**src/rtl/hac_pkg.sv**
```systemverilog
`timescale 1ns / 1ps

package hac_pkg;

    localparam int GUARD_SHIFT = 8;
    localparam int Z_FRAC      = 24;
    localparam int TAB_LEN     = 24;
    localparam int ZW          = 34;
    localparam int HEAD_W      = 16;
    localparam int IN_W        = 16;
    localparam int EXT_W       = 32;

    typedef logic signed [ZW-1:0] zang_t;

    // special-case codes carried down the pipe
    localparam logic [2:0] SP_NONE = 3'd0;
    localparam logic [2:0] SP_ZERO = 3'd1;
    localparam logic [2:0] SP_180  = 3'd2;
    localparam logic [2:0] SP_M90  = 3'd3;
    localparam logic [2:0] SP_P90  = 3'd4;

    localparam zang_t Z_P90 = 34'sd1509949440;

    typedef struct packed {
        logic       vld;
        logic [2:0] sp;
    } hac_ctl_t;

    // arctangent of 2^-i in 2^-24 degree
    function automatic zang_t atan_tab(input logic [4:0] idx);
        zang_t r;
        case (idx)
            5'd0:    r = 34'sd754974720;
            5'd1:    r = 34'sd445687602;
            5'd2:    r = 34'sd235489088;
            5'd3:    r = 34'sd119537938;
            5'd4:    r = 34'sd60000934;
            5'd5:    r = 34'sd30029717;
            5'd6:    r = 34'sd15018523;
            5'd7:    r = 34'sd7509720;
            5'd8:    r = 34'sd3754917;
            5'd9:    r = 34'sd1877466;
            5'd10:   r = 34'sd938734;
            5'd11:   r = 34'sd469367;
            5'd12:   r = 34'sd234684;
            5'd13:   r = 34'sd117342;
            5'd14:   r = 34'sd58671;
            5'd15:   r = 34'sd29335;
            5'd16:   r = 34'sd14668;
            5'd17:   r = 34'sd7334;
            5'd18:   r = 34'sd3667;
            5'd19:   r = 34'sd1833;
            5'd20:   r = 34'sd917;
            5'd21:   r = 34'sd458;
            5'd22:   r = 34'sd229;
            5'd23:   r = 34'sd115;
            default: r = '0;
        endcase
        return r;
    endfunction

endpackage

```
**src/rtl/hac_prerot.sv**
```systemverilog
`timescale 1ns / 1ps

module hac_prerot
    import hac_pkg::*;
#(
    parameter int COORD_BITS = 16,
    parameter int W          = 27
)
(
    input  logic                clk,
    input  logic                rst_n,
    input  logic                start,
    input  logic signed [15:0]  dx,
    input  logic signed [15:0]  dy,
    output logic signed [W-1:0] p,
    output logic signed [W-1:0] q,
    output zang_t               z,
    output hac_ctl_t            ctl
);

    logic signed [EXT_W-1:0]      dx_ext;
    logic signed [EXT_W-1:0]      dy_ext;
    logic signed [COORD_BITS-1:0] cx;
    logic signed [COORD_BITS-1:0] cy;
    logic signed [W-1:0]          pv;
    logic signed [W-1:0]          qv;
    logic signed [W-1:0]          p_reg, p_next;
    logic signed [W-1:0]          q_reg, q_next;
    zang_t                        z_reg, z_next;
    hac_ctl_t                     ctl_reg, ctl_next;

    always_comb
    begin
        dx_ext = EXT_W'(dx);
        dy_ext = EXT_W'(dy);
        cx     = dx_ext[COORD_BITS-1:0];
        cy     = dy_ext[COORD_BITS-1:0];
        pv     = W'(cy) <<< GUARD_SHIFT;
        qv     = -(W'(cx) <<< GUARD_SHIFT);

        p_next = pv;
        q_next = qv;
        z_next = '0;
        if (pv < 0)
        begin
            if (qv > 0)
            begin
                p_next = qv;
                q_next = -pv;
                z_next = Z_P90;
            end
            else
            begin
                p_next = -qv;
                q_next = pv;
                z_next = -Z_P90;
            end
        end

        ctl_next.vld = start;
        if (cx == '0)
            ctl_next.sp = (cy < 0) ? SP_180 : SP_ZERO;
        else if (cy == '0)
            ctl_next.sp = (cx > 0) ? SP_M90 : SP_P90;
        else
            ctl_next.sp = SP_NONE;
    end

    always_ff @(posedge clk or negedge rst_n)
    begin
        if (!rst_n)
        begin
            ctl_reg <= '0;
        end
        else
        begin
            ctl_reg <= ctl_next;
        end
    end

    always_ff @(posedge clk)
    begin
        p_reg <= p_next;
        q_reg <= q_next;
        z_reg <= z_next;
    end

    assign p   = p_reg;
    assign q   = q_reg;
    assign z   = z_reg;
    assign ctl = ctl_reg;

endmodule

```
**config.mk**
```make
export PLATFORM = sky130hd
export DESIGN_NAME = hac_prerot
export DESIGN_NICKNAME = d
export VERILOG_FILES = /design/src/rtl/hac_pkg.sv /design/src/rtl/hac_prerot.sv
export SDC_FILE = /design/constraint.sdc
export NUM_CORES = 1
export LEC_CHECK = 0
export BUFFER_PORTS_ARGS = -buffer_cell sky130_fd_sc_hd__buf_4
export CAP_MARGIN = 20
export CORE_MARGIN = 2
export CORE_UTILIZATION = 49
export DETAILED_ROUTE_END_ITERATION = 8
export PLACE_DENSITY = 0.81
export SKIP_CTS_REPAIR_TIMING = 1
export SLEW_MARGIN = 15
export SYNTH_ARGS = -nofsm -noshare
export SYNTH_HDL_FRONTEND = slang
export SYNTH_SLANG_ARGS = --single-unit
```
**constraint.sdc**
```tcl
create_clock -name clk -period 0.8 [get_ports clk]
set_clock_uncertainty 0.2 [all_clocks]
set_input_delay 0.08 -clock clk [delete_from_list [all_inputs] [get_ports clk]]
set_output_delay 0.08 -clock clk [all_outputs]
set_load 0.01 [all_outputs]
```
==> results.md <==
* Register area at 971 sq um
* Antenna violations before repair at 0
* Number of I/O port buffers at 85
* Synth warn at 0
* Req. time, crit path at roughly 0.80 ns
* PD cells at 1250 mW/mm^2
* Netlist Area Pre-Place at a little over 0.003 sq mm
* FF+latch count, synth at 45
* Die width at 83.6 microns
* Worst Hold Slack at -0.0889 ns
* Crit path DAT at 2.83 ns
* Setup violators final at 91
* Synth Instances at 390
* Sw Ratio at between 30% and 40%
* All-Layer GR Usage at between 20% and 30%
* Tmin final at 2.83 ns
* Status: finished with violations
* Yosys cell types at 52
* Util after Layout at 81.6%
* Initial Utilization at 49.8%
* Area of the multi-input gates at 0.00209 sq mm
* Clock buffer depth at 2
* Worst slack at placement at -2.25 ns
* Layout cells sized above 1 at 52.3%
* Row cnt at 29
* First-pass detailed-route iteration total at 7
* Drt wl/cell at about 19 microns
* Tcrit/Tclk final at 354%
* Final antenna-violating net count at 0
* Share of Yosys cell area claimed by the top area cell type at between 20% and 30%
* Gate power share at approximately a third
* CP Capture Type: flop
* Total CTS buffers at 5
* Final Max Tran Viols at 0
* Via count at between 3000 and 4000
* Core outline area at 0.00624 sq mm
* # fillers at 337
* Unrepaired setup endpoints after global routing: true
* Pleak at 0.00231 uW
* P_int at 4300 uW
* Die ar. at 0.00699 sq mm
* Setup ws final at -2.03 ns
* Clock power frac at 24.1%
* Switch Pwr at just over 2000 uW
* Peak supply drop at 0.00136 V
* Non-Filler Instances at 654
* Via-per-instance ratio at 5.88
* Crit-path max FO at 8
* Worst Tran Pin Value at 0.544 ns
* Failing checks: negative hold slack, negative setup slack
* Mapped Avg Cell Area at 7.97 sq um
* Final Hold Vio Count at 16
* Relative slew slack at 63.2%
* Area grow syn2layout at 63.9%
* Clk sinks at 45
* Placed Cells at 632
* Placer congestion estimate at 0.847
* Worst Setup Start Kind: input pin
* Dpl hpwl at between 7000 and 8000 microns
* Area leader, netlist: dfxtp_1
* Gr ovfl total at 0
* Post-synthesis sequential area ratio at between 20% and 30%
* Violation count after the first detailed-routing iteration at 486
* Nets@finish at 615
* Largest net degree at the start of global routing at 34
* Num ports at 127
* Crit Path Category: input pin to flop
* Top post-synthesis cells by area: dfxtp_1 (26%), buf_4 (12%), nor2_1 (5.3%)
* Flop pwr share at 40.6%
* H-tree levels at 2
* Reg clk slew, reported paths at 0.10 ns
* First-pass GRT wire length at 14800 microns
* WL final at 12700 microns
* Clk root buf: clkbuf_8
* Max Freq at between 300 and 400 MHz
* ANT cells at 0
* Height of the die at 83.6 microns
* DRC viols at 0
* Max-Cap Viols at 0
* CTS tree: done
* Vias in the first global route at around 3200
* Post-synth top flop: dfxtp_1
* Number of flops mapped to enable cells by yosys at 0
* Setup_tns at -77.37 ns
* Min-delay worst type: input pin to asynchronous set/reset pin
* Synth async-reset ratio at 8.89%
## final timing paths
check                      start      to  cells past startpoint
max                        dx[1]   p[19]                     13
max in group asynchronous  rst_n  ctl[1]                      2
min in group clk           dy[0]    q[8]                      4
min                        rst_n  ctl[3]                      2
## critical path, cell delays in order
cell	delay, ns
buf_8	0.10
inv_4	0.05
ha_4	0.12
buf_4	0.10
buf_4	0.09
or3b_4	0.41
nor3_4	0.25
o32ai_2	0.15
a221o_1	0.41
o21a_4	0.29
buf_6	0.14
or3_1	0.34
a31oi_1	0.28
## layout make-up
cell class,count,share of cell area (%)
Inverter,11,1.11
Tap cell,77,1.89
Timing Repair Buffer,208,35.1
Sequential cell,45,19.1
Clock inverter,2,0.270
Multi-Input combinational cell,305,41.0
Clock buffer,6,1.62
## routing by layer
metal	part of all wire, %	GRT usage, %
met4	6.3	9.38
met3	10	3.17
met5	0	0
met2	48	44.4
met1	35	32.0
## cells by family (layout without fill, tap and decap cells)
group | Yosys count | in the layout | synth area share, %
fa+ha+maj | 4 | 4 | 1.61
xor+xnor | 29 | 29 | 8.18
simple gates | 134 | 134 | 23.0
other cells | 1 | 42 | 0.121
buf+inv | 81 | 227 | 16.7
mux | 6 | 6 | 1.97
compound gates | 90 | 90 | 18.8
flops | 45 | 45 | 29.6
## power groups by stage
stage / sequential, uW / clock (uW) / combinational (uW)
after floorplan: 2640 / 0 / 916
after global placement: 2550 / 0 / 1750
after detailed placement: 2560 / 0 / 1810
after CTS: 2500 / 1480 / 1820
after global routing: 2600 / 1600 / 2330
final: 2580 / 1530 / 2240
## cell usage after synthesis, drive strengths merged, types with 5 or more instances
master / instances
nand3: 13
dfxtp: 41
inv: 11
clkbuf: 15
a31oi: 14
or3: 16
a21oi: 14
mux2i: 5
o211ai: 13
nor3: 12
nor2: 44
o21ai: 24
nand2: 21
buf: 55
xnor2: 12
o31ai: 5
and2: 5
xor2: 17
## layout by cell type, fill, tap and decap left out, types with 3 or more instances in the layout
master      n
o21ai_2     5
dfxtp_2    40
nor2_1     41
conb_1     42
nand3_1    13
clkbuf_8    6
nor4_4      3
inv_1       8
and2_1      4
o21ai_0     9
a21o_1      4
xnor2_1    10
and3_1      3
o21a_1      3
nor3_1      7
a31oi_1    13
nand4_1     3
nor3_2      3
xor2_1     16
dfrtp_1     4
or3_1      14
a21oi_1    13
o21ai_1     9
o211ai_1   13
nand2_1    20
mux2i_1     5
buf_4     152
buf_6      51
o31ai_1     3
## stage by stage
stage	total power (uW)	instance area, sq um
after global routing	6530	5090
after global placement	4300	4430
after CTS	5800	4520
final	6350	5090
after detailed placement	4360	4430
after floorplan	3560	3400
Note: power is estimated with default switching activity, not from simulation.
