`src/rtl/hac_pkg.sv`:
```
`timescale 1ns / 1ps

package hac_pkg;

    localparam int GUARD_SHIFT = 8;
    localparam int Z_FRAC      = 24;
    localparam int TAB_LEN     = 24;
    localparam int ZW          = 34;
    localparam int HEAD_W      = 16;
    localparam int IN_W        = 16;
    localparam int EXT_W       = 32;

    typedef logic signed [ZW-1:0] zang_t;

    // special-case codes carried down the pipe
    localparam logic [2:0] SP_NONE = 3'd0;
    localparam logic [2:0] SP_ZERO = 3'd1;
    localparam logic [2:0] SP_180  = 3'd2;
    localparam logic [2:0] SP_M90  = 3'd3;
    localparam logic [2:0] SP_P90  = 3'd4;

    localparam zang_t Z_P90 = 34'sd1509949440;

    typedef struct packed {
        logic       vld;
        logic [2:0] sp;
    } hac_ctl_t;

    // arctangent of 2^-i in 2^-24 degree
    function automatic zang_t atan_tab(input logic [4:0] idx);
        zang_t r;
        case (idx)
            5'd0:    r = 34'sd754974720;
            5'd1:    r = 34'sd445687602;
            5'd2:    r = 34'sd235489088;
            5'd3:    r = 34'sd119537938;
            5'd4:    r = 34'sd60000934;
            5'd5:    r = 34'sd30029717;
            5'd6:    r = 34'sd15018523;
            5'd7:    r = 34'sd7509720;
            5'd8:    r = 34'sd3754917;
            5'd9:    r = 34'sd1877466;
            5'd10:   r = 34'sd938734;
            5'd11:   r = 34'sd469367;
            5'd12:   r = 34'sd234684;
            5'd13:   r = 34'sd117342;
            5'd14:   r = 34'sd58671;
            5'd15:   r = 34'sd29335;
            5'd16:   r = 34'sd14668;
            5'd17:   r = 34'sd7334;
            5'd18:   r = 34'sd3667;
            5'd19:   r = 34'sd1833;
            5'd20:   r = 34'sd917;
            5'd21:   r = 34'sd458;
            5'd22:   r = 34'sd229;
            5'd23:   r = 34'sd115;
            default: r = '0;
        endcase
        return r;
    endfunction

endpackage

```
`src/rtl/hac_post.sv`:
```
`timescale 1ns / 1ps

module hac_post
    import hac_pkg::*;
#(
    parameter int ANGLE_FRAC_BITS = 7
)
(
    input  logic                     clk,
    input  logic                     rst_n,
    input  zang_t                    z,
    input  hac_ctl_t                 ctl,
    output logic                     done,
    output logic signed [HEAD_W-1:0] heading
);

    localparam int    SH   = Z_FRAC - ANGLE_FRAC_BITS;
    localparam zang_t HALF = zang_t'(1) <<< (SH - 1);
    localparam zang_t LIM  = zang_t'(180) <<< ANGLE_FRAC_BITS;
    localparam zang_t A90  = zang_t'(90) <<< ANGLE_FRAC_BITS;
    localparam zang_t M90  = -A90;

    zang_t                     rnd;
    zang_t                     sat;
    logic                      done_reg;
    logic signed [HEAD_W-1:0]  heading_reg, heading_next;

    always_comb
    begin
        rnd = (z + HALF) >>> SH;
        if (rnd > LIM)
            sat = LIM;
        else if (rnd < -LIM)
            sat = -LIM;
        else
            sat = rnd;

        case (ctl.sp)
            SP_NONE: heading_next = sat[HEAD_W-1:0];
            SP_ZERO: heading_next = '0;
            SP_180:  heading_next = LIM[HEAD_W-1:0];
            SP_M90:  heading_next = M90[HEAD_W-1:0];
            SP_P90:  heading_next = A90[HEAD_W-1:0];
            default: heading_next = '0;
        endcase
    end

    always_ff @(posedge clk or negedge rst_n)
    begin
        if (!rst_n)
        begin
            done_reg <= 1'b0;
        end
        else
        begin
            done_reg <= ctl.vld;
        end
    end

    always_ff @(posedge clk)
    begin
        heading_reg <= heading_next;
    end

    assign done    = done_reg;
    assign heading = heading_reg;

endmodule

```
`config.mk`:
```
export PLATFORM = sky130hd
export DESIGN_NAME = hac_post
export DESIGN_NICKNAME = d
export VERILOG_FILES = /design/src/rtl/hac_pkg.sv /design/src/rtl/hac_post.sv
export SDC_FILE = /design/constraint.sdc
export NUM_CORES = 1
export LEC_CHECK = 0
export BUFFER_PORTS_ARGS = -buffer_cell sky130_fd_sc_hd__buf_4
export CORE_ASPECT_RATIO = 1.25
export CORE_UTILIZATION = 43
export CTS_CLUSTER_DIAMETER = 60
export DETAILED_ROUTE_END_ITERATION = 6
export HOLD_SLACK_MARGIN = 0.03
export PLACE_DENSITY_LB_ADDON = 0.2
export SYNTH_ARGS = -nofsm -noshare
export SYNTH_HDL_FRONTEND = slang
export SYNTH_SLANG_ARGS = --single-unit
```
`constraint.sdc`:
```
create_clock -name clk -period 0.8 [get_ports clk]
set_input_delay 0.08 -clock clk [delete_from_list [all_inputs] [get_ports clk]]
set_output_delay 0.08 -clock clk [all_outputs]
set_load 0.01 [all_outputs]
```
==> results.txt <==
* Dominant register cell in the synthesized netlist: sky130_fd_sc_hd__dfxtp_1
- Number of buffers on the longest clock path: 2
* Count of cell types in the netlist: 51
- First drt pass iteration count: 4
* Total Die Area: 0.00329 mm^2
* Share of Yosys cell area claimed by the top area cell type: 0.243
* Clk root buf: sky130_fd_sc_hd__clkbuf_4
* Final net count: 305
- Detailed-route wire length: 4440 um
- The hold violation count in the final report came to 0.
- Among all cell types in the netlist, the one instantiated most often is sky130_fd_sc_hd__dfxtp_1.
* Worst setup path class: input pin to register
* Req. time, crit path: 970 ps
- Biggest area contributors in the synthesized netlist: sky130_fd_sc_hd__dfxtp_1 24%, sky130_fd_sc_hd__xnor2_1 5.3%, sky130_fd_sc_hd__xor2_1 5.3%, sky130_fd_sc_hd__nor3_1 4.9%, sky130_fd_sc_hd__nand4_1 4.3%
- Entering global routing, the biggest net connects 12 pins.
- The share of total power dissipated in the clock network is 0.204.
* Routed len/inst: 14.8 um
- FF/Latch Area: 365 um^2
- Vias: 1599
- For met2 alone, demand over resource in global routing was 0.528.
- Category of the worst setup path launch point: input pin
- Net switching power of the design: 729 uW
* Areal power density over the cells: 945 mW/mm^2
- Number of remaining DRC errors: 0
- CTS built an H-tree with a depth of 1.
- The number of global-route vias before repair is 1630.
* Final critical-path required period: 1770 ps
* Post-detailed-placement half-perimeter wirelength: 3190 um
* Synth-to-Final Area Change: 86.8%
- Multi-input gate area: 0.00106 mm^2
- Setup violations remaining at the end of the flow were counted as 33.
- Counting the fill cells in the layout gives 165.
- At the worst endpoint, the arrival time is 1940 ps.
- Of all flip-flops after synthesis, the portion carrying an async set or reset was 0.0588.
- At the pin with the least slew margin, the transition time is 401 ps.
- The share of total power dissipated in sequential elements is 0.393.
* Crit path largest cell delay: 470 ps
* Number of vias per cell: 5.35
* Number of clock sinks: 17
- Design area: 0.00246 mm^2
- For this run, global-route usage on met1 was measured as 0.269.
* Wire length of the first global-routing pass: 6890 um
- From bottom edge to top edge, the die measures 63.9 um.
* Biggest area consumer among synthesized cells: sky130_fd_sc_hd__dfxtp_1
* Leak pwr: 1.04 nW
* Slowest CP cell: sky130_fd_sc_hd__o41a_1
- Power share of the combinational group: 0.402
- Synth warnings: 0
- Number of antenna violations at the first check in global routing: 0
- Final design utilization: 0.843
- The synthesized netlist occupies a cell area of 0.00132 mm^2.
* Clock buffers created by TritonCTS: 3
- Effective utilization at floorplan: 0.452
* Worst vdd rail ir drop: 1.26 mV
* Switching power share of the total: 0.313
- The global routing stage identified its most utilized layer as met2.
- Internal Pwr Total: 1.60 mW
* Average instance area after synthesis: 8.03 um^2
- Antenna Nets Post-Route: 0
* Final WS setup: -970 ps
- Run status: complete, but fails checks
* Chip width: 51.5 um
* Number of flip-flops in the largest register: 16
* Critical path fanouts, max: 6
- Layout cells sized above 1: 0.639
- CTS tree: built
- The final reports fail on negative setup slack.
* Placement Cell Area: 0.00211 mm^2
* Capturing element type of the critical path: register
- Number of enable-type register cells in the synthesized netlist: 0
- Port buffering added 40 buffers.
- The cell count after synthesis came out at 164.
- Maximum clock rate: 565 MHz
- Of the available clock period, the critical path in the final layout requires 2.21.
* Worst-path clk slew: 110 ps
* Number of primary I/O pins: 57
* Slew Limit Fails: 0
- Core Region: 0.00292 mm^2
- The completed layout was analyzed and its total power is 2.33 mW.
- Count of maximum capacitance violations: 0
- In this run the tightest slew margin relative to its limit is 0.733.
* Post-synthesis sequential area ratio: 0.262
* Unrepaired setup endpoints after global routing: yes
- In this run, synthesis produced a sequential element count of 17.
- The number of nets handed over by synthesis was 205.
- Diode count: 0
* Commonest cells in the netlist: 16 x sky130_fd_sc_hd__dfxtp_1, 14 x sky130_fd_sc_hd__nor2_1, 13 x sky130_fd_sc_hd__nor3_1, 12 x sky130_fd_sc_hd__nand2_1, 9 x sky130_fd_sc_hd__nand4_1
- Detailed Route Iter0 Violations: 51
* Met3 track demand over resource: 0.0167
- Num rows: 22
- In this run the worst hold path is classified as input pin to async pin.
- The signal on the critical path passes through buf_8 -> ha_4 -> and4_4 -> and3_4 -> nand4_1 -> xnor2_4 -> a31oi_4 -> o41a_1.
* Overall routing resource usage: 0.271
- At the end of routability-driven placement, the weighted congestion stood at 0.918.
* Total grt overflow: 0
worst paths after layout:
| path | slack (ps) | end | cells past startpoint | start |
|---|---|---|---|---|
| min in group clk | 80 | heading[12] | 3 | ctl[2] |
| hold / removal | 80 | done | 2 | rst_n |
| max in group asynchronous | 640 | done | 2 | rst_n |
| setup / recovery | -970 | heading[9] | 8 | z[17] |
cell usage in the layout, fill, tap and decap left out, drive strengths merged, types with 3 or more instances in the layout:
cell type  netlist  routed
clkbuf           5       3
inv              6       6
and3             5       5
nand3            8       8
dfxtp           16      16
nor2            15      15
nand4           10      10
xnor2            9       9
a21oi            7       7
buf              8     106
o21ai            7       7
nand2           12      12
or3              3       3
xor2             8       8
nor3            13      13
worst max-delay path, delay by kind of cell:
family | cells | cell delay [ps]
AND/OR/NAND/NOR | 3 | 650
AO/OA/AOI/OAI | 2 | 650
XOR/XNOR | 1 | 330
adder cells (fa/ha/maj) | 1 | 140
buffers and inverters | 1 | 90
final cells by class:
type,count,area share
sequential,17,0.148
clock inverter,1,0.00305
tap,36,0.0183
multi-input combinational,128,0.432
inverter,6,0.00915
clock buffer,3,0.00915
timing repair buffer,108,0.380
power groups by stage:
stage	sequential (mW)	combinational [mW]	clock [mW]
after floorplan	0.940	0.340	0
after global placement	0.917	0.763	0
after detailed placement	0.919	0.783	0
after CTS	0.911	0.869	0.468
after global routing	0.919	1.00	0.513
final	0.915	0.936	0.475
metrics by stage:
stage                     hold WS, ps  std cells  setup WS, ps  TNS [ps]
after floorplan                  -216        164         -1340    -17680
after global placement           -145        290         -1280    -19370
after detailed placement         -143        290         -1380    -20530
after CTS                        86.9        298          -956    -14430
after global routing             81.1        299         -1080    -16740
final                            76.3        299          -970    -14770
what timing repair did:
| item | in CTS | in global routing |
|---|---|---|
| hold endpoints to repair | 2 | 0 |
| resized for setup | 52 | 20 |
| setup endpoints to repair | 33 | 33 |
| pin swaps | 20 | 7 |
| hold buffers | 2 | 0 |
| setup buffers | 3 | 1 |
kinds of logic after synthesis:
family | share of synthesized area
and+or+nand+nor | 0.305
adders and majority gates | 0.00950
xor gates and xnor gates | 0.119
muxes | 0.00855
DFF | 0.262
AOI/OAI and AO/OA | 0.216
buffers and inverters | 0.0807
layer usage:
layer | vias to the layer above | share of wire
met4 | 0 | 0.022
met2 | 51 | 0.56
met1 | 736 | 0.39
met5 | - | 0
met3 | 13 | 0.031
li1 | 799 | -
Power figures use the tool's default switching activity.
