===== config.mk =====
export PLATFORM = sky130hd
export DESIGN_NAME = hac_cell
export DESIGN_NICKNAME = d
export VERILOG_FILES = /design/src/rtl/hac_pkg.sv /design/src/rtl/hac_cell.sv
export SDC_FILE = /design/constraint.sdc
export NUM_CORES = 1
export LEC_CHECK = 0
export BUFFER_PORTS_ARGS = -buffer_cell sky130_fd_sc_hd__buf_2
export CAP_MARGIN = 30
export CORE_MARGIN = 1.5
export CORE_UTILIZATION = 30
export CTS_CLUSTER_DIAMETER = 150
export CTS_CLUSTER_SIZE = 24
export DETAILED_ROUTE_END_ITERATION = 8
export SLEW_MARGIN = 10
export SYNTH_ARGS = -nofsm -noshare
export SYNTH_HDL_FRONTEND = slang
export SYNTH_SLANG_ARGS = --single-unit

===== constraint.sdc =====
create_clock -name clk -period 0.8 [get_ports clk]
set_input_delay 0.04 -clock clk [delete_from_list [all_inputs] [get_ports clk]]
set_output_delay 0.04 -clock clk [all_outputs]
set_load 0.01 [all_outputs]

===== src/rtl/hac_pkg.sv =====
`timescale 1ns / 1ps

package hac_pkg;

    localparam int GUARD_SHIFT = 8;
    localparam int Z_FRAC      = 24;
    localparam int TAB_LEN     = 24;
    localparam int ZW          = 34;
    localparam int HEAD_W      = 16;
    localparam int IN_W        = 16;
    localparam int EXT_W       = 32;

    typedef logic signed [ZW-1:0] zang_t;

    // special-case codes carried down the pipe
    localparam logic [2:0] SP_NONE = 3'd0;
    localparam logic [2:0] SP_ZERO = 3'd1;
    localparam logic [2:0] SP_180  = 3'd2;
    localparam logic [2:0] SP_M90  = 3'd3;
    localparam logic [2:0] SP_P90  = 3'd4;

    localparam zang_t Z_P90 = 34'sd1509949440;

    typedef struct packed {
        logic       vld;
        logic [2:0] sp;
    } hac_ctl_t;

    // arctangent of 2^-i in 2^-24 degree
    function automatic zang_t atan_tab(input logic [4:0] idx);
        zang_t r;
        case (idx)
            5'd0:    r = 34'sd754974720;
            5'd1:    r = 34'sd445687602;
            5'd2:    r = 34'sd235489088;
            5'd3:    r = 34'sd119537938;
            5'd4:    r = 34'sd60000934;
            5'd5:    r = 34'sd30029717;
            5'd6:    r = 34'sd15018523;
            5'd7:    r = 34'sd7509720;
            5'd8:    r = 34'sd3754917;
            5'd9:    r = 34'sd1877466;
            5'd10:   r = 34'sd938734;
            5'd11:   r = 34'sd469367;
            5'd12:   r = 34'sd234684;
            5'd13:   r = 34'sd117342;
            5'd14:   r = 34'sd58671;
            5'd15:   r = 34'sd29335;
            5'd16:   r = 34'sd14668;
            5'd17:   r = 34'sd7334;
            5'd18:   r = 34'sd3667;
            5'd19:   r = 34'sd1833;
            5'd20:   r = 34'sd917;
            5'd21:   r = 34'sd458;
            5'd22:   r = 34'sd229;
            5'd23:   r = 34'sd115;
            default: r = '0;
        endcase
        return r;
    endfunction

endpackage


===== src/rtl/hac_cell.sv =====
`timescale 1ns / 1ps

module hac_cell
    import hac_pkg::*;
#(
    parameter int W    = 27,
    parameter int STEP = 0
)
(
    input  logic                clk,
    input  logic                rst_n,
    input  logic signed [W-1:0] p_in,
    input  logic signed [W-1:0] q_in,
    input  zang_t               z_in,
    input  hac_ctl_t            ctl_in,
    output logic signed [W-1:0] p_out,
    output logic signed [W-1:0] q_out,
    output zang_t               z_out,
    output hac_ctl_t            ctl_out
);

    localparam zang_t ANG = atan_tab(5'(STEP));

    logic signed [W-1:0] p_sh;
    logic signed [W-1:0] q_sh;
    logic signed [W-1:0] p_reg, p_next;
    logic signed [W-1:0] q_reg, q_next;
    zang_t               z_reg, z_next;
    hac_ctl_t            ctl_reg;

    always_comb
    begin
        p_sh = p_in >>> STEP;
        q_sh = q_in >>> STEP;
        if (q_in >= 0)
        begin
            p_next = p_in + q_sh;
            q_next = q_in - p_sh;
            z_next = z_in + ANG;
        end
        else
        begin
            p_next = p_in - q_sh;
            q_next = q_in + p_sh;
            z_next = z_in - ANG;
        end
    end

    always_ff @(posedge clk or negedge rst_n)
    begin
        if (!rst_n)
        begin
            ctl_reg <= '0;
        end
        else
        begin
            ctl_reg <= ctl_in;
        end
    end

    always_ff @(posedge clk)
    begin
        p_reg <= p_next;
        q_reg <= q_next;
        z_reg <= z_next;
    end

    assign p_out   = p_reg;
    assign q_out   = q_reg;
    assign z_out   = z_reg;
    assign ctl_out = ctl_reg;

endmodule


==> summary.md <==
| Metric | Value |
|---|---|
| Status | `finished, violations left` |
| Failing checks | `setup timing` |
| Post-synthesis xor/xnor area fraction | `7.79%` |
| Drt total wl | `25900 µm` |
| Final #Nets | `1457` |
| DRT iter0 DRCs | `387` |
| Top cells by area, synth | `dfxtp_1, ha_1, xnor2_1` |
| Max FO, Critical Path | `5` |
| IO buf count | `185` |
| Crit path buf inv count | `3` |
| Sequential element share of the synthesized area | `27.8%` |
| Initial antenna violation count | `0` |
| Count of distinct cell types in the synthesized netlist | `75` |
| Crit path launch type | `primary input` |
| F_max | `0.485 GHz` |
| Max_slew headroom | `64.8%` |
| Power density over cell area | `1590 nW/µm²` |
| Vias in the first global route | `7268` |
| Yosys top cell by area | `dfxtp_1` |
| Hold Vio Cnt, Final | `0` |
| CP max-delay cell | `or3_1` |
| Post-synth top area share | `26.3%` |
| Worst Path Class, Setup | `in -> reg` |
| Most used DFF post-synth | `dfxtp_1` |
| Top delay family on crit path | `compound AO/OA/AOI/OAI gates` |
| Die width | `152 µm` |
| Placeable Area | `21800 µm²` |
| Row count | `54` |
| Die ar. | `23000 µm²` |
| Synth Area in Simple Gates | `11.0%` |
| Largest family of logic cells by synthesized area | `compound AO/OA/AOI/OAI gates` |
| WP data required | `1050 ps` |
| Largest net degree at the start of global routing | `28` |
| CTS clock-pin slew for the worst setup and hold paths | `70 ps` |
| Net Switching | `6.86 mW` |
| Post-synth ARST share | `4.40%` |
| EDFF count, synth | `0` |
| DRC | `0` |
| Seq. cell area | `1900 µm²` |
| Internal power | `12.8 mW` |
| Final setup violation count | `148` |
| Post-synthesis net count | `975` |
| Initial Util | `30.5%` |
| GRT overflow | `0` |
| Die H | `152 µm` |
| Htree depth | `3` |
| Pwr Total | `19.7 mW` |
| Post-placement cell count | `1452` |
| Final core occ | `57.1%` |
| Combinational Power Share | `47.1%` |
| Least-Margin Pin Slew | `526 ps` |
| First-pass GRT wire length | `37400 µm` |
| Gr usage total | `21.0%` |
| CTS Sinks | `91` |
| Peak VDD IR | `948 µV` |
| Ant diodes | `0` |
| Worst-case clock buffer depth | `2` |
| Footprint of the multi-input gates | `5330 µm²` |
| Period utilisation layout | `258%` |
| Wire length per cell | `16.7 µm` |
| FF+latch count, synth | `91` |
| Root Driver | `clkbuf_16` |
| Setup TNS | `-49530 ps` |
| Fin worst setup slack | `-1260 ps` |
| Mapped Area | `6630 µm²` |
| Hold/Removal Path Class | `in -> reg` |
| TritonCTS clock tree | `yes` |
| IO Pins | `186` |
| Synth Area in Adders | `18.9%` |
| LEAKAGE | `5.88 nW` |
| Fin. max-slew vios | `0` |
| Fillers | `1845` |
| CP endpoint kind | `register` |
| Critical Path Max Stage Delay | `380 ps` |
| Power share of the sequential group | `29.5%` |
| Vias post-DR | `7510` |
| Dpl hpwl | `18600 µm` |
| Ys Warns | `0` |
| Post-synthesis compound-gate area fraction | `25.0%` |
| Num CTS Buffers | `9` |
| Cell count after synthesis | `783` |
| RD Place Congestion | `0.925` |
| Critical Path AT | `2310 ps` |
| Post-synthesis mux area share | `1.83%` |
| Unrepaired setup endpoints after global routing | `yes` |
| Maximum capacitance violations | `0` |
| Mapped Avg Cell Area | `8.47 µm²` |
| Worst slack at placement | `-1880 ps` |
| CP Cell Sequence | `buf_12 > inv_12 > ha_4 > buf_4 > nor2_2 > a221oi_4 > o211ai_1 > o21ai_2 > o211ai_2 > a221oi_2 > nor3_1 > or3_1 > xnor2_1` |
| Post-route insts no fill | `1550` |
| Power share of the clock group | `23.5%` |
| Post-route ant nets | `0` |
| Vias/cell | `4.85` |
| Layout cells sized above 1 | `57.5%` |
| Fin crit period | `2060 ps` |
| Area grow syn2layout | `87.3%` |
| DRT Pass-1 Iters | `5` |
| Switching Fraction | `34.8%` |
## cell families (layout without fill, tap and decap cells)
| family | count (synthesis) | in the layout |
|---|---|---|
| flops | 91 | 91 |
| mux | 12 | 12 |
| buf+inv | 124 | 611 |
| compound gates | 247 | 247 |
| simple gates | 152 | 152 |
| xor+xnor | 59 | 59 |
| fa+ha+maj | 98 | 98 |
## path summary, 6_finish.rpt
check / from / end / slack (ps) / depth (start not counted)
hold / removal: z_in[32] / z_out[32]$_DFF_P_ / 20 / 3
setup / recovery: p_in[7] / p_out[25]$_DFF_P_ / -1260 / 13
max in group asynchronous: rst_n / ctl_out[1]$_DFF_PN0_ / 610 / 2
min in group asynchronous: rst_n / ctl_out[2]$_DFF_PN0_ / 70 / 2
## layout make-up
class,instances,area share [%]
Sequential cell,91,15.3
Timing Repair Buffer,506,33.0
Clock buffer,10,1.84
Clock inverter,6,0.574
Multi-Input combinational cell,568,42.9
Tap cell,280,2.82
Inverter,89,3.48
## synthesized netlist by cell type, types with 3 or more instances
library cell	instances
a211oi_1	9
a21o_1	16
a21oi_1	87
a31oi_1	4
a41o_1	3
and3_1	7
buf_1	5
buf_2	7
buf_4	3
clkbuf_1	18
clkinv_1	3
dfrtp_1	4
dfxtp_1	87
fa_1	4
ha_1	94
inv_1	83
mux2i_1	11
nand2_1	34
nand2b_1	6
nand3_1	8
nand4_1	6
nor2_1	52
nor2b_1	9
nor3_1	12
nor4_1	3
o2111ai_1	3
o211ai_1	11
o21ai_0	39
o21ai_1	4
o21bai_1	25
o22ai_1	4
o31a_1	3
o31ai_1	4
or3_1	4
xnor2_1	50
xor2_1	9
## power groups by stage
stage                     Sequential, mW  Clock (mW)  Combinational (mW)
after global placement              5.68           0                7.06
after CTS                           5.70        4.69                8.47
after global routing                5.88        4.87                9.94
after detailed placement            5.69           0                7.12
final                               5.80        4.62                9.27
after floorplan                     6.09           0                3.25
## per-layer routing
metal | vias up | part of all wire [%] | GRT usage [%]
li1 | 3678 | - | -
met5 | - | 0 | 0
met4 | 0 | 1.8 | 5.14
met1 | 3533 | 43 | 26.5
met2 | 257 | 49 | 36.7
met3 | 42 | 6.2 | 3.59
## through the flow
step	hold WS, ps	area [µm²]
2_1_floorplan	-256	7060
3_3_place_gp	-139	9930
3_5_place_dp	-138	9930
5_1_grt	44.8	12400
6_report	19.1	12400
4_1_cts	15.5	11800
## flip-flops by register name, summed over array words and instances (netlist names)
signal,flops
z_out,34
p_out,26
ctl_out,4
q_out,27
## what timing repair did
| action | CTS | global route |
|---|---|---|
| setup buffers | 47 | 21 |
| hold buffers | 33 | 0 |
| pin swaps | 120 | 81 |
| gates resized for setup | 215 | 141 |
| endpoints found under the hold margin | 37 | 0 |
| cloned | 1 | 0 |
| endpoints found under the setup margin | 150 | 149 |
## cell usage in the layout, fill, tap and decap left out, drive strengths merged, types with 4 or more instances in the layout
cell type    synthesis  layout
a2111oi              4       4
a211oi              11      11
a21boi               5       5
a21o                16      16
a21oi               88      88
a31oi                4       4
and3                 7       7
buf                 17     473
clkbuf              18      10
clkinv               3       6
dfrtp                4       4
dfxtp               87      87
dlygate4sd3          0      33
fa                   4       4
ha                  94      94
inv                 86      86
mux2i               11      11
nand2               35      35
nand2b               6       6
nand3                8       8
nand4                6       6
nor2                52      52
nor2b                9       9
nor3                14      14
nor4                 4       4
o211ai              12      12
o21ai               45      45
o21bai              25      25
o22ai                4       4
o31ai                6       6
or3                  4       4
xnor2               50      50
xor2                 9       9
Power figures use the tool's default switching activity.
